### src/sv/hufd_ram.sv
`default_nettype none
module hufd_ram #(
  parameter int WIDTH = 8,
  parameter int DEPTH = 16
) (
  input  wire logic                     clk,
  input  wire logic                     we,
  input  wire logic [$clog2(DEPTH)-1:0] waddr,
  input  wire logic [WIDTH-1:0]         wdata,
  input  wire logic [$clog2(DEPTH)-1:0] raddr,
  output logic      [WIDTH-1:0]         rdata
);

  logic [WIDTH-1:0] mem [DEPTH];

  // one write port, registered read port
  always_ff @(posedge clk) begin
    if (we) begin
      mem[waddr] <= wdata;
    end
    rdata <= mem[raddr];
  end

endmodule
`default_nettype wire

### config.mk
export PLATFORM = sky130hd
export DESIGN_NAME = hufd_ram
export DESIGN_NICKNAME = d
export VERILOG_FILES = /design/src/sv/hufd_ram.sv
export SDC_FILE = /design/constraint.sdc
export NUM_CORES = 1
export LEC_CHECK = 0
export ABC_AREA = 1
export ABC_CLOCK_PERIOD_IN_PS = 1400
export BUFFER_PORTS_ARGS = -buffer_cell sky130_fd_sc_hd__buf_4
export CAP_MARGIN = 10
export CORE_MARGIN = 2
export CORE_UTILIZATION = 35
export DETAILED_ROUTE_END_ITERATION = 10
export GPL_TIMING_DRIVEN = 0
export SYNTH_ARGS = -nofsm -noshare
export SYNTH_HDL_FRONTEND = slang
export SYNTH_SLANG_ARGS = --single-unit
### constraint.sdc
create_clock -name clk -period 1.4 [get_ports clk]
set_input_delay 0.35 -clock clk [delete_from_list [all_inputs] [get_ports clk]]
set_output_delay 0.35 -clock clk [all_outputs]
set_load 0.05 [all_outputs]
==> flow_summary_export.csv <==
group,metric,value,unit
outcome,status,"complete, but fails checks",
outcome,violations,"negative setup slack",
drt,routed_via_density,4.75,
sta,rsz0062_at_grt,"yes",
power_and_ir_drop,max-vdd-ir-drop,0.858,mV
clock_network,cts_root_buf,"clkbuf_16",
sta,finalSetupViolations,8,
sta,max_freq,691,MHz
yosys,ys_seq_area_share,69.4,%
floorplan,io_pins,26,
hold_path,hold_end,"mem[1][1]",
grt,grt_pass1_vias,3785,
cells_and_area,drive_gt1_share,12.6,%
drt,wl_per_cell,17.0,um
setup_path,crit_type,"input pin to register",
clock_network,numClockSinks,136,
grt,grtUsageTotal,16.5,%
cells_and_area,final_cell_mix,"nand2_1 (173), edfxtp_1 (128), inv_1 (100), nand3_1 (97), buf_4 (26)",
clock_network,cts_made_buffers,17,
power_and_ir_drop,p_leak,2.90,nW
yosys,synth_seq_cells,136,
setup_path,reg2reg_depth,6,
yosys,syn_avg_cell_area,10.5,sq um
cells_and_area,final_common_cell,"nand2_1",
hold_path,hp-start,"wdata[1]",
yosys,syn-num-nets,569,
cells_and_area,fin_nets,610,
setup_path,cp-startpoint,"waddr[3]",
sta,setup_ws,-0.0462,ns
power_and_ir_drop,pwr_density_cell,1410,mW/mm^2
drt,routed_wl,14000,um
clock_network,insertion_delay,0.42,ns
placement,place_congestion,0.824,
yosys,netlist_area,0.00577,sq mm
drt,drc,0,
clock_network,cts_max_path_buffers,2,
setup_path,start_kind,"input pin",
power_and_ir_drop,total_power,9.59,mW
grt,grt_pass1_wl,21400,um
drt,drtIter0Drc,449,
setup_path,crit_path_end_kind,"register",
setup_path,crit_fanout,8,
hold_path,hold_class,"input pin to register",
sta,slew_violations,0,
clock_network,cts_max_level,4,
yosys,syn_inst,551,
cells_and_area,diodes,0,
floorplan,dieArea,0.0175,sq mm
drt,first_pass_iters,5,
setup_path,crit_arrival,1.48,ns
grt,antenna_found_initial,0,
cells_and_area,syn2layout_area_growth,17.6,%
job,cap_violations,0,
sta,final.min_clock_period,1.45,ns
yosys,ys_types,12,
clock_network,post_cts_buffers,0,
drt,ant_nets,0,
floorplan,start_util,36.0,%
placement,dp_hpwl,9070,um
sta,worst_pin_slew,1.02,ns
hold_path,hold_path_depth,1,
setup_path,rr_startpoint,"mem[1][4]",
floorplan,rows,46,
floorplan,coreArea,0.0160,sq mm
drt,vias,3899,
sta,hold_viol,0,
sta,fin_crit_sh,103,%
setup_path,cp.required,1.44,ns
floorplan,die_w,132,um
setup_path,worst-r2r-setup-slack,0.37,ns
placement,pre_cts_ws,-0.471,ns
sta,slew-limit-headroom,31.4,%
yosys,yosysWarnings,0,
sta,finClkSkew,0.00818,ns
floorplan,die_height,132,um
setup_path,worstReg2RegEnd,"rdata[4]",
clock_network,cts_tree,"yes",
placement,io_buffers,22,
clock_network,clk_pin_slew,0.06,ns
grt,grt-ovfl-total,0,
grt,grt_max_degree,17,
## what timing repair did
item,4_1_cts,5_1_grt
gates resized for setup,0,5
hold buffers,0,0
setup endpoints to repair,32,46
## sequential cells by signal, summed over array words and instances (netlist names)
register  flops
rdata         8
mem         128
## synthesized netlist by cell type
library cell / instances / area (sq um)
buf_2: 13 / 65.1
dfxtp_1: 8 / 160
edfxtp_1: 128 / 3840
inv_2: 2 / 7.51
nand2_1: 173 / 649
inv_1: 100 / 375
buf_1: 1 / 3.75
nand3b_1: 2 / 15.0
buf_4: 4 / 30.0
buf_6: 6 / 67.6
nor2_1: 17 / 63.8
nand3_1: 97 / 485
## through the flow
| step | TNS [ns] | instances | area (sq um) | util [%] | hold WS [ns] |
|---|---|---|---|---|---|
| after floorplan | 0 | 551 | 5770 | - | 0.449 |
| after global placement | -42.05 | 789 | 6200 | 38.8 | 0.674 |
| after detailed placement | -44.37 | 789 | 6200 | 38.8 | 0.645 |
| after CTS | -0.830 | 820 | 6770 | 42.3 | 0.257 |
| after global routing | -2.22 | 820 | 6780 | 42.4 | 0.270 |
| final | -0.359 | 820 | 6780 | 42.4 | 0.265 |
## worst max-delay path by stage
stage	slack (ns)	depth (start not counted)	end
4_1_cts	-0.04	3	mem[4][2]
3_5_place_dp	-0.47	3	mem[5][6]
2_1_floorplan	0.1	2	mem[4][0]
6_report	-0.05	3	mem[7][5]
3_3_place_gp	-0.47	3	mem[6][4]
5_1_grt	-0.1	3	mem[7][6]
## metal layers
| metal | global-route usage [%] | routed length [um] | part of all wire [%] |
|---|---|---|---|
| met5 | 0 | 0 | 0 |
| met4 | 8.30 | 410 | 2.9 |
| met3 | 3.00 | 955 | 6.8 |
| met2 | 27.1 | 6780 | 49 |
| met1 | 21.0 | 5820 | 42 |
## where the power goes
group / total [mW] / internal (mW) / switching (mW)
Combinational: 0.709 / 0.203 / 0.506
Clock: 4.31 / 2.75 / 1.56
Sequential: 4.58 / 4.55 / 0.0235
## critical path: stages
cell and delay [ns]:
buf_4 0.12, nand3b_1 0.21, nor2_1 0.80
## logic make-up (layout without fill, tap and decap cells)
| logic type | after synthesis | count (layout) | synth area share, % |
|---|---|---|---|
| buffers and inverters | 126 | 179 | 9.52 |
| DFF | 136 | 136 | 69.4 |
| and+or+nand+nor | 289 | 289 | 21.0 |
## layout make-up
type | instances | area (sq um)
clock buffer | 19 | 433
timing repair buffer | 22 | 165
multi-input combinational | 289 | 1230
tap | 216 | 270
clock inverter | 12 | 134
inverter | 102 | 383
fill | 1527 | 9220
buffer | 24 | 166
sequential | 136 | 4000
(Power assumes the default switching activity.)
