**config.mk**
```make
export PLATFORM = sky130hd
export DESIGN_NAME = hufd_outbuf
export DESIGN_NICKNAME = d
export VERILOG_FILES = /design/src/sv/hufd_pkg.sv /design/src/sv/hufd_outbuf.sv
export SDC_FILE = /design/constraint.sdc
export NUM_CORES = 1
export LEC_CHECK = 0
export ABC_AREA = 1
export BUFFER_PORTS_ARGS = -buffer_cell sky130_fd_sc_hd__buf_2
export CAP_MARGIN = 20
export CELL_PAD_IN_SITES_DETAIL_PLACEMENT = 1
export CELL_PAD_IN_SITES_GLOBAL_PLACEMENT = 1
export CORE_MARGIN = 1
export CORE_UTILIZATION = 24
export DETAILED_ROUTE_END_ITERATION = 16
export PLACE_DENSITY_LB_ADDON = 0.08
export SLEW_MARGIN = 20
export SYNTH_ARGS = -nofsm -noshare
export SYNTH_HDL_FRONTEND = slang
export SYNTH_SLANG_ARGS = --single-unit
```
**constraint.sdc**
```tcl
create_clock -name clk -period 0.8 [get_ports clk]
set_input_delay 0 -clock clk [delete_from_list [all_inputs] [get_ports clk]]
set_output_delay 0 -clock clk [all_outputs]
set_load 0.01 [all_outputs]
```
**src/sv/hufd_pkg.sv**
```systemverilog
`default_nettype none
package hufd_pkg;

  // input word kinds carried on in_tuser
  typedef enum logic [1:0] {
    OP_LOAD  = 2'd0,
    OP_DATA  = 2'd1,
    OP_START = 2'd2,
    OP_NONE  = 2'd3
  } op_t;

  localparam int SYM_W     = 8;
  localparam int LEN_W     = 6;
  localparam int CODE_W    = 32;
  localparam int MSG_W     = 32;
  localparam int IDX_IN_W  = 8;
  localparam int DWORD_W   = 64;
  localparam int IN_DATA_W = 152;
  // common widths for code (CMP_W) and length (LCMP_W) compares
  localparam int CMP_W     = 64;
  localparam int LCMP_W    = 8;

  // one table entry as held in the RAM
  typedef struct packed {
    logic [SYM_W-1:0]  sym;
    logic [LEN_W-1:0]  len;
    logic [CODE_W-1:0] code;
  } entry_t;

  // one decoded result
  typedef struct packed {
    logic [SYM_W-1:0] sym;
    logic             last;
  } res_t;

  typedef enum logic [2:0] {
    ST_IDLE,
    ST_BIT,
    ST_SCAN,
    ST_PUSH,
    ST_FLUSH
  } state_t;

endpackage
`default_nettype wire

```
**src/sv/hufd_outbuf.sv**
```systemverilog
`default_nettype none
module hufd_outbuf (
  input  wire logic                      clk,
  input  wire logic                      rst_n,
  input  wire logic                      push,
  input  wire hufd_pkg::res_t            res,
  output logic                           free,
  output logic                           out_tvalid,
  input  wire logic                      out_tready,
  output logic [hufd_pkg::SYM_W-1:0]     out_tdata,  // symbol[7:0]
  output logic                           out_tlast
);

  logic            vld_r, vld_nxt;
  hufd_pkg::res_t  res_r;

  // register frees when empty or being drained this cycle
  assign free = !vld_r || out_tready;

  always_comb begin
    vld_nxt = vld_r;
    if (out_tready) vld_nxt = 1'b0;
    if (push) vld_nxt = 1'b1;
  end

  always_ff @(posedge clk) begin
    if (!rst_n) begin
      vld_r <= 1'b0;
    end else begin
      vld_r <= vld_nxt;
    end
  end

  always_ff @(posedge clk) begin
    if (push) res_r <= res;
  end

  assign out_tvalid = vld_r;
  assign out_tdata  = res_r.sym;
  assign out_tlast  = res_r.last;

endmodule
`default_nettype wire

```
==> results of run 1 <==
per-layer routing:
layer	GRT usage, %	vias up	share of wire [%]
met5	0	-	0
li1	-	127	-
met1	9.23	129	33
met2	19.9	14	58
met3	5.81	0	9.0
met4	10.7	0	0
cells by family (layout without fill, tap and decap cells):
group	after synthesis	count (layout)
compound gates	1	1
buf+inv	3	41
flops	10	10
simple gates	1	1
worst min-delay path by stage:
stage	start	end	slack, ps	cells after the start
after floorplan	res[1]	out_tdata[0]	100	0
after global placement	res[3]	out_tdata[2]	180	1
after detailed placement	res[1]	out_tdata[0]	180	1
after CTS	out_tready	out_tvalid	10	4
after global routing	push	out_tdata[0]	90	1
final	push	out_tvalid	90	3
worst reg2reg max path: cells and delay by family (launching register included):
family	cells	cell delay (ps)
AOI/OAI and AO/OA	1	100
buffers and inverters	1	130
DFF	1	330
and+or+nand+nor	1	60
layout make-up:
type / count / area [µm²] / area share, %
inverter: 3 / 11.3 / 1.88
timing repair buffer: 34 / 229 / 38.1
multi-input combinational: 2 / 15.0 / 2.50
clock buffer: 4 / 36.3 / 6.04
sequential: 10 / 292 / 48.5
tap: 14 / 17.5 / 2.92
power by group through the flow:
| stage | Clock [mW] | Combinational, mW | Sequential [mW] |
|---|---|---|---|
| 2_1_floorplan | 0 | 0.0100 | 0.659 |
| 3_3_place_gp | 0 | 0.106 | 0.632 |
| 3_5_place_dp | 0 | 0.110 | 0.634 |
| 4_1_cts | 0.465 | 0.150 | 0.623 |
| 5_1_grt | 0.504 | 0.165 | 0.626 |
| 6_report | 0.442 | 0.152 | 0.622 |
state kept, by name, summed over array words and instances (netlist names):
| name | count |
|---|---|
| out_tvalid | 1 |
| out_tdata | 8 |
| out_tlast | 1 |
cell usage in the layout, fill, tap and decap left out:
| cell | n |
|---|---|
| a21oi_2 | 1 |
| dlygate4sd3_1 | 10 |
| buf_4 | 1 |
| buf_2 | 22 |
| buf_6 | 1 |
| inv_1 | 3 |
| nand2_2 | 1 |
| dfxtp_2 | 1 |
| clkbuf_8 | 1 |
| clkbuf_4 | 3 |
| edfxtp_1 | 9 |
metrics by stage:
stage | util (%) | hold WS [ps] | setup TNS [ps] | setup slack, ps | instances
floorplan | - | 98.9 | 0 | 163 | 15
global placement | 38.4 | 177 | 0 | 264 | 52
detailed placement | 38.4 | 178 | 0 | 224 | 52
CTS | 50.6 | 13.1 | 0 | 1.10 | 66
global route | 51.3 | 85.2 | -95.6 | -18.5 | 67
finish | 51.3 | 90.2 | 0 | 30.5 | 67
timing repair:
action	CTS	global route
hold buffers	10	0
cloned	0	0
gates resized for setup	2	0
setup endpoints to repair	1	8
hold endpoints to repair	10	0
pin swaps	0	1
setup buffers	0	1
==> impl_metrics.csv, run 1 <==
group,metric,value,unit
global_route,grt_antenna_before_repair,0,
yosys,async_flop_share,0,%
yosys,ys.warnings.count,0,
yosys,synth_ff_type,"edfxtp_1",
timing,tightest_slew,211,ps
timing,maxSlewHeadroom,85.9,%
clocking,cts-root-buf,"clkbuf_4",
clocking,htree_levels,1,
global_route,grt_pass1_wl,1040,µm
timing,slew_violations,0,
die,die_y,38.3,µm
critical_path,crit_buf_inv,1,
yosys,postSynthCellCount,15,
critical_path,cp_slowest_stage_delay,330,ps
critical_path,start_kind,"flop",
yosys,synth_area_leaders,"edfxtp_1, dfxtp_1, inv_1",
run_status,status,"finished clean",
power_and_ir_drop,clock_power_share,36.3,%
yosys,avgSynthCellArea,21.1,µm²
die,core,1170,µm²
clocking,cts_buffers,3,
placement,dp_hpwl,433,µm
critical_path,crit_arrival,770,ps
critical_path,cp_cell_sequence,"nand2_2 > buf_6",
placement,portBuffers,23,
timing,fin_skew,0,ps
global_route,track_usage,11.6,%
critical_path,reg2reg_depth,3,
drt,firstDrtPassIters,2,
yosys,yosys-mux-area-fraction,0,%
critical_path,critPathLaunch,"out_tvalid",
critical_path,crit_family,"flip-flops",
run,drv_cap,0,
worst_hold_path,hp-class,"primary input to flop",
power_and_ir_drop,p_comb_share,12.5,%
yosys,synth_compound_area_share,2.77,%
critical_path,crit_path_end_kind,"output pin",
yosys,synthSimpleGateAreaFrac,1.98,%
cells_and_area,fill_cells,132,
placement,gp_congestion,0.577,
die,initial_core_util,27.0,%
yosys,yosysMostFrequentCell,"edfxtp_1",
die,die_x,38.3,µm
global_route,grt_pass1_vias,275,
drt,viasPerCell,4.03,
die,rows,12,
timing,hold_viol_final,0,
die,dieArea,1470,µm²
yosys,synth_cell_types,5,
yosys,synth_nets,28,
clocking,cts_tree,"done",
clocking,clockBufferDepth,2,
cells_and_area,drive_gt1_share,58.5,%
clocking,clock-sinks,10,
yosys,synth_top_family_by_area,"buffers and inverters",
yosys,synth_top_cell_area_share,85.4,%
drt,vias,270,
critical_path,timing.rr.end,"out_tvalid",
yosys,ys_seq_area_share,91.7,%
yosys,synth_top_cells_by_count,"edfxtp_1, inv_1, a21oi_2, dfxtp_1, nand2_2",
critical_path,r2r_start,"out_tvalid",
power_and_ir_drop,power_leakage,0.277,nW
critical_path,critical_path_class,"flop to output pin",
power_and_ir_drop,p_int,0.977,mW
critical_path,path_max_fanout,2,
critical_path,r2r_slack,110,ps
critical_path,cp_slowest_cell,"dfxtp_2",
yosys,synth_xor_area_share,0,%
timing,post-route-period-util,96.2,%
global_route,grt_max_degree,11,
timing,fmax,1300,MHz
cells_and_area,area_growth_syn_to_layout,89.7,%
die,io_pins,24,
timing,rsz0062_at_grt,"true",
yosys,synth_adder_area_share,0,%
yosys,postSynthRegisterBits,10,
timing,period_minus_slack,769,ps
cells_and_area,num_antenna_cells,0,
power_and_ir_drop,power.density,2030,nW/µm²
clocking,clk-insertion-delay-late,260,ps
critical_path,worstPathRequired,800,ps
drt,drc,0,
drt,final_antenna_net_count,0,
yosys,synth_top_cell_by_area,"edfxtp_1",
timing,finalSetupViolCount,0,
global_route,grt-ovfl-total,0,
power_and_ir_drop,pwr-share-seq,51.2,%
clocking,path_clk_slew,60,ps
placement,place_area,449,µm²
power_and_ir_drop,fin_total_pwr,1.22,mW
power_and_ir_drop,swShare,19.6,%
power_and_ir_drop,p_sw,0.239,mW
drt,totalWireLength,656,µm
critical_path,crit_end,"free",
yosys,synth-edff-count,9,
critical_path,cp.depth,2,
yosys,synthesis.area,317,µm²
drt,drt_iter0_drc,1,
cells_and_area,nNetsFinal,67,
drt,wire_per_inst,9.79,µm
cells_and_area,stdcell_area,601,µm²
power_and_ir_drop,ir_drop,1.21,mV
Power figures use the tool's default switching activity.
==> run 2, diff against run 1 <==
Settings changed: PLACE_DENSITY_LB_ADDON 0.08 to 0.15.
==> run 2 against run 1 <==
Net effect:
- die area stayed put
- core utilization is 1.5 points lower
- sequential share of layout area increased by 1.5 points
- design area fell by 2.9%
- clock skew stayed put
- clock power down 19%
- worst setup slack got worse by 11 ps
- combinational power is 3% lower
- sequential cell count did not move
- sequential power about the same
- register-to-register slack better by 110 ps
==> impl_metrics.csv, run 2 (synthesized netlist as in run 1, its figures left out) <==
group,metric,value,unit
cells_and_area,largest_reg_flops,8,
critical_path,cp_slowest_cell,"edfxtp_1",
timing,tightest_slew,216,ps
global_route,grt_pass1_wl,1100,µm
cells_and_area,drive_gt1_share,55.8,%
cells_and_area,regArea,292,µm²
drt,vias,248,
cells_and_area,fill_cells,129,
critical_path,r2r_start,"out_tvalid",
critical_path,crit_arrival,780,ps
die,io_pins,24,
timing,hold_viol_final,0,
drt,final_antenna_net_count,0,
global_route,grt_util_met3,5.23,%
critical_path,crit_end,"out_tdata[7]",
cells_and_area,nNetsFinal,66,
critical_path,crit_path_end_kind,"output pin",
power_and_ir_drop,power_leakage,0.266,nW
global_route,use_met2,21.6,%
critical_path,critPathLaunch,"out_tdata[7]",
timing,fin_tns_setup,0,ps
clocking,htree_levels,1,
power_and_ir_drop,ir_drop,0.892,mV
critical_path,worstPathRequired,800,ps
critical_path,start_kind,"flop",
cells_and_area,num_antenna_cells,0,
die,rows,12,
clocking,clk-insertion-delay-late,250,ps
placement,dp_hpwl,434,µm
clocking,clock-sinks,10,
placement,pre_cts_ws,225,ps
critical_path,cp_slowest_stage_delay,370,ps
cells_and_area,multiInputGateArea,15.0,µm²
timing,fin_hold_ws,31.1,ps
global_route,track_usage,12.4,%
timing,slew_violations,0,
critical_path,cp_cell_sequence,"buf_2",
cells_and_area,layout_commonest_cell,"buf_2",
critical_path,cp.depth,1,
global_route,grt-busiest-layer,"met2",
timing,finalSetupViolCount,0,
critical_path,path_max_fanout,1,
die,die_x,38.3,µm
timing,post-route-period-util,97.5,%
drt,viasPerCell,3.76,
clocking,cts_tree,"done",
critical_path,reg2reg_depth,2,
clocking,clockBufferDepth,2,
critical_path,crit_buf_inv,1,
drt,totalWireLength,706,µm
drt,firstDrtPassIters,1,
critical_path,r2r_slack,220,ps
die,dieArea,1470,µm²
global_route,grt_max_degree,11,
global_route,grt_antenna_before_repair,0,
global_route,grt_pass1_vias,261,
timing,fin_skew,0,ps
timing,fmax,1280,MHz
timing,worst_slack,19.9,ps
drt,drc,0,
cells_and_area,fin_util,49.8,%
timing,rsz0062_at_grt,"true",
global_route,grt-ovfl-total,0,
global_route,gr-usage-met1,11.7,%
run_status,status,"finished clean",
timing,period_minus_slack,780,ps
critical_path,timing.rr.end,"out_tvalid",
cells_and_area,final_cell_mix,"buf_2, dlygate4sd3_1, edfxtp_1",
run,drv_cap,0,
timing,maxSlewHeadroom,85.6,%
placement,gp_congestion,0.591,
cells_and_area,area_growth_syn_to_layout,84.2,%
die,core,1170,µm²
power_and_ir_drop,power.density,1940,nW/µm²
critical_path,critical_path_class,"flop to output pin",
drt,drt_iter0_drc,0,
die,initial_core_util,27.0,%
clocking,cts_buffers,3,
placement,portBuffers,23,
critical_path,crit_family,"flip-flops",
clocking,path_clk_slew,70,ps
worst_hold_path,hp-class,"primary input to flop",
power_and_ir_drop,fin_total_pwr,1.13,mW
die,die_y,38.3,µm
drt,wire_per_inst,10.7,µm
clocking,cts-root-buf,"clkbuf_4",
run 2: worst min-delay path, cell delays in order:
cell and delay [ps]:
buf_2 70, inv_1 40, nand2_2 80, a21oi_2 50
run 2: what timing repair did:
action	4_1_cts	5_1_grt
hold buffers	10	0
endpoints found under the hold margin	10	0
setup buffers	0	0
pin swaps	0	1
endpoints found under the setup margin	1	7
resized for setup	2	0
run 2: power by group:
| group | switching [mW] | leakage (nW) | internal (mW) |
|---|---|---|---|
| Clock | 0.166 | 0.0150 | 0.192 |
| Sequential | 0.0101 | 0.0967 | 0.614 |
| Combinational | 0.0633 | 0.155 | 0.0851 |
run 2: final cells by class:
cell class	instances	area share [%]
tap	14	3.00
sequential	10	50.0
clock buffer	4	4.51
multi-input combinational	2	2.58
inverter	3	1.93
timing repair buffer	33	38.0
run 2: how the worst min path moves through the flow:
stage / from / end / slack (ps) / cells after the start
floorplan: res[1] / out_tdata[0] / 100 / 0
global placement: res[2] / out_tdata[1] / 180 / 1
detailed placement: res[2] / out_tdata[1] / 180 / 1
CTS: out_tready / out_tvalid / 10 / 4
global route: out_tready / out_tvalid / 50 / 4
finish: out_tready / out_tvalid / 30 / 4
run 2: per-layer routing:
metal	routed length, µm	part of all wire, %
met1	247	35
met2	413	58
met3	45	6.4
met4	0	0
met5	0	0
run 2: stage by stage:
step                instances  cell area, µm²
detailed placement         52             449
floorplan                  15             317
CTS                        66             583
global placement           52             449
finish                     66             583
global route               66             583
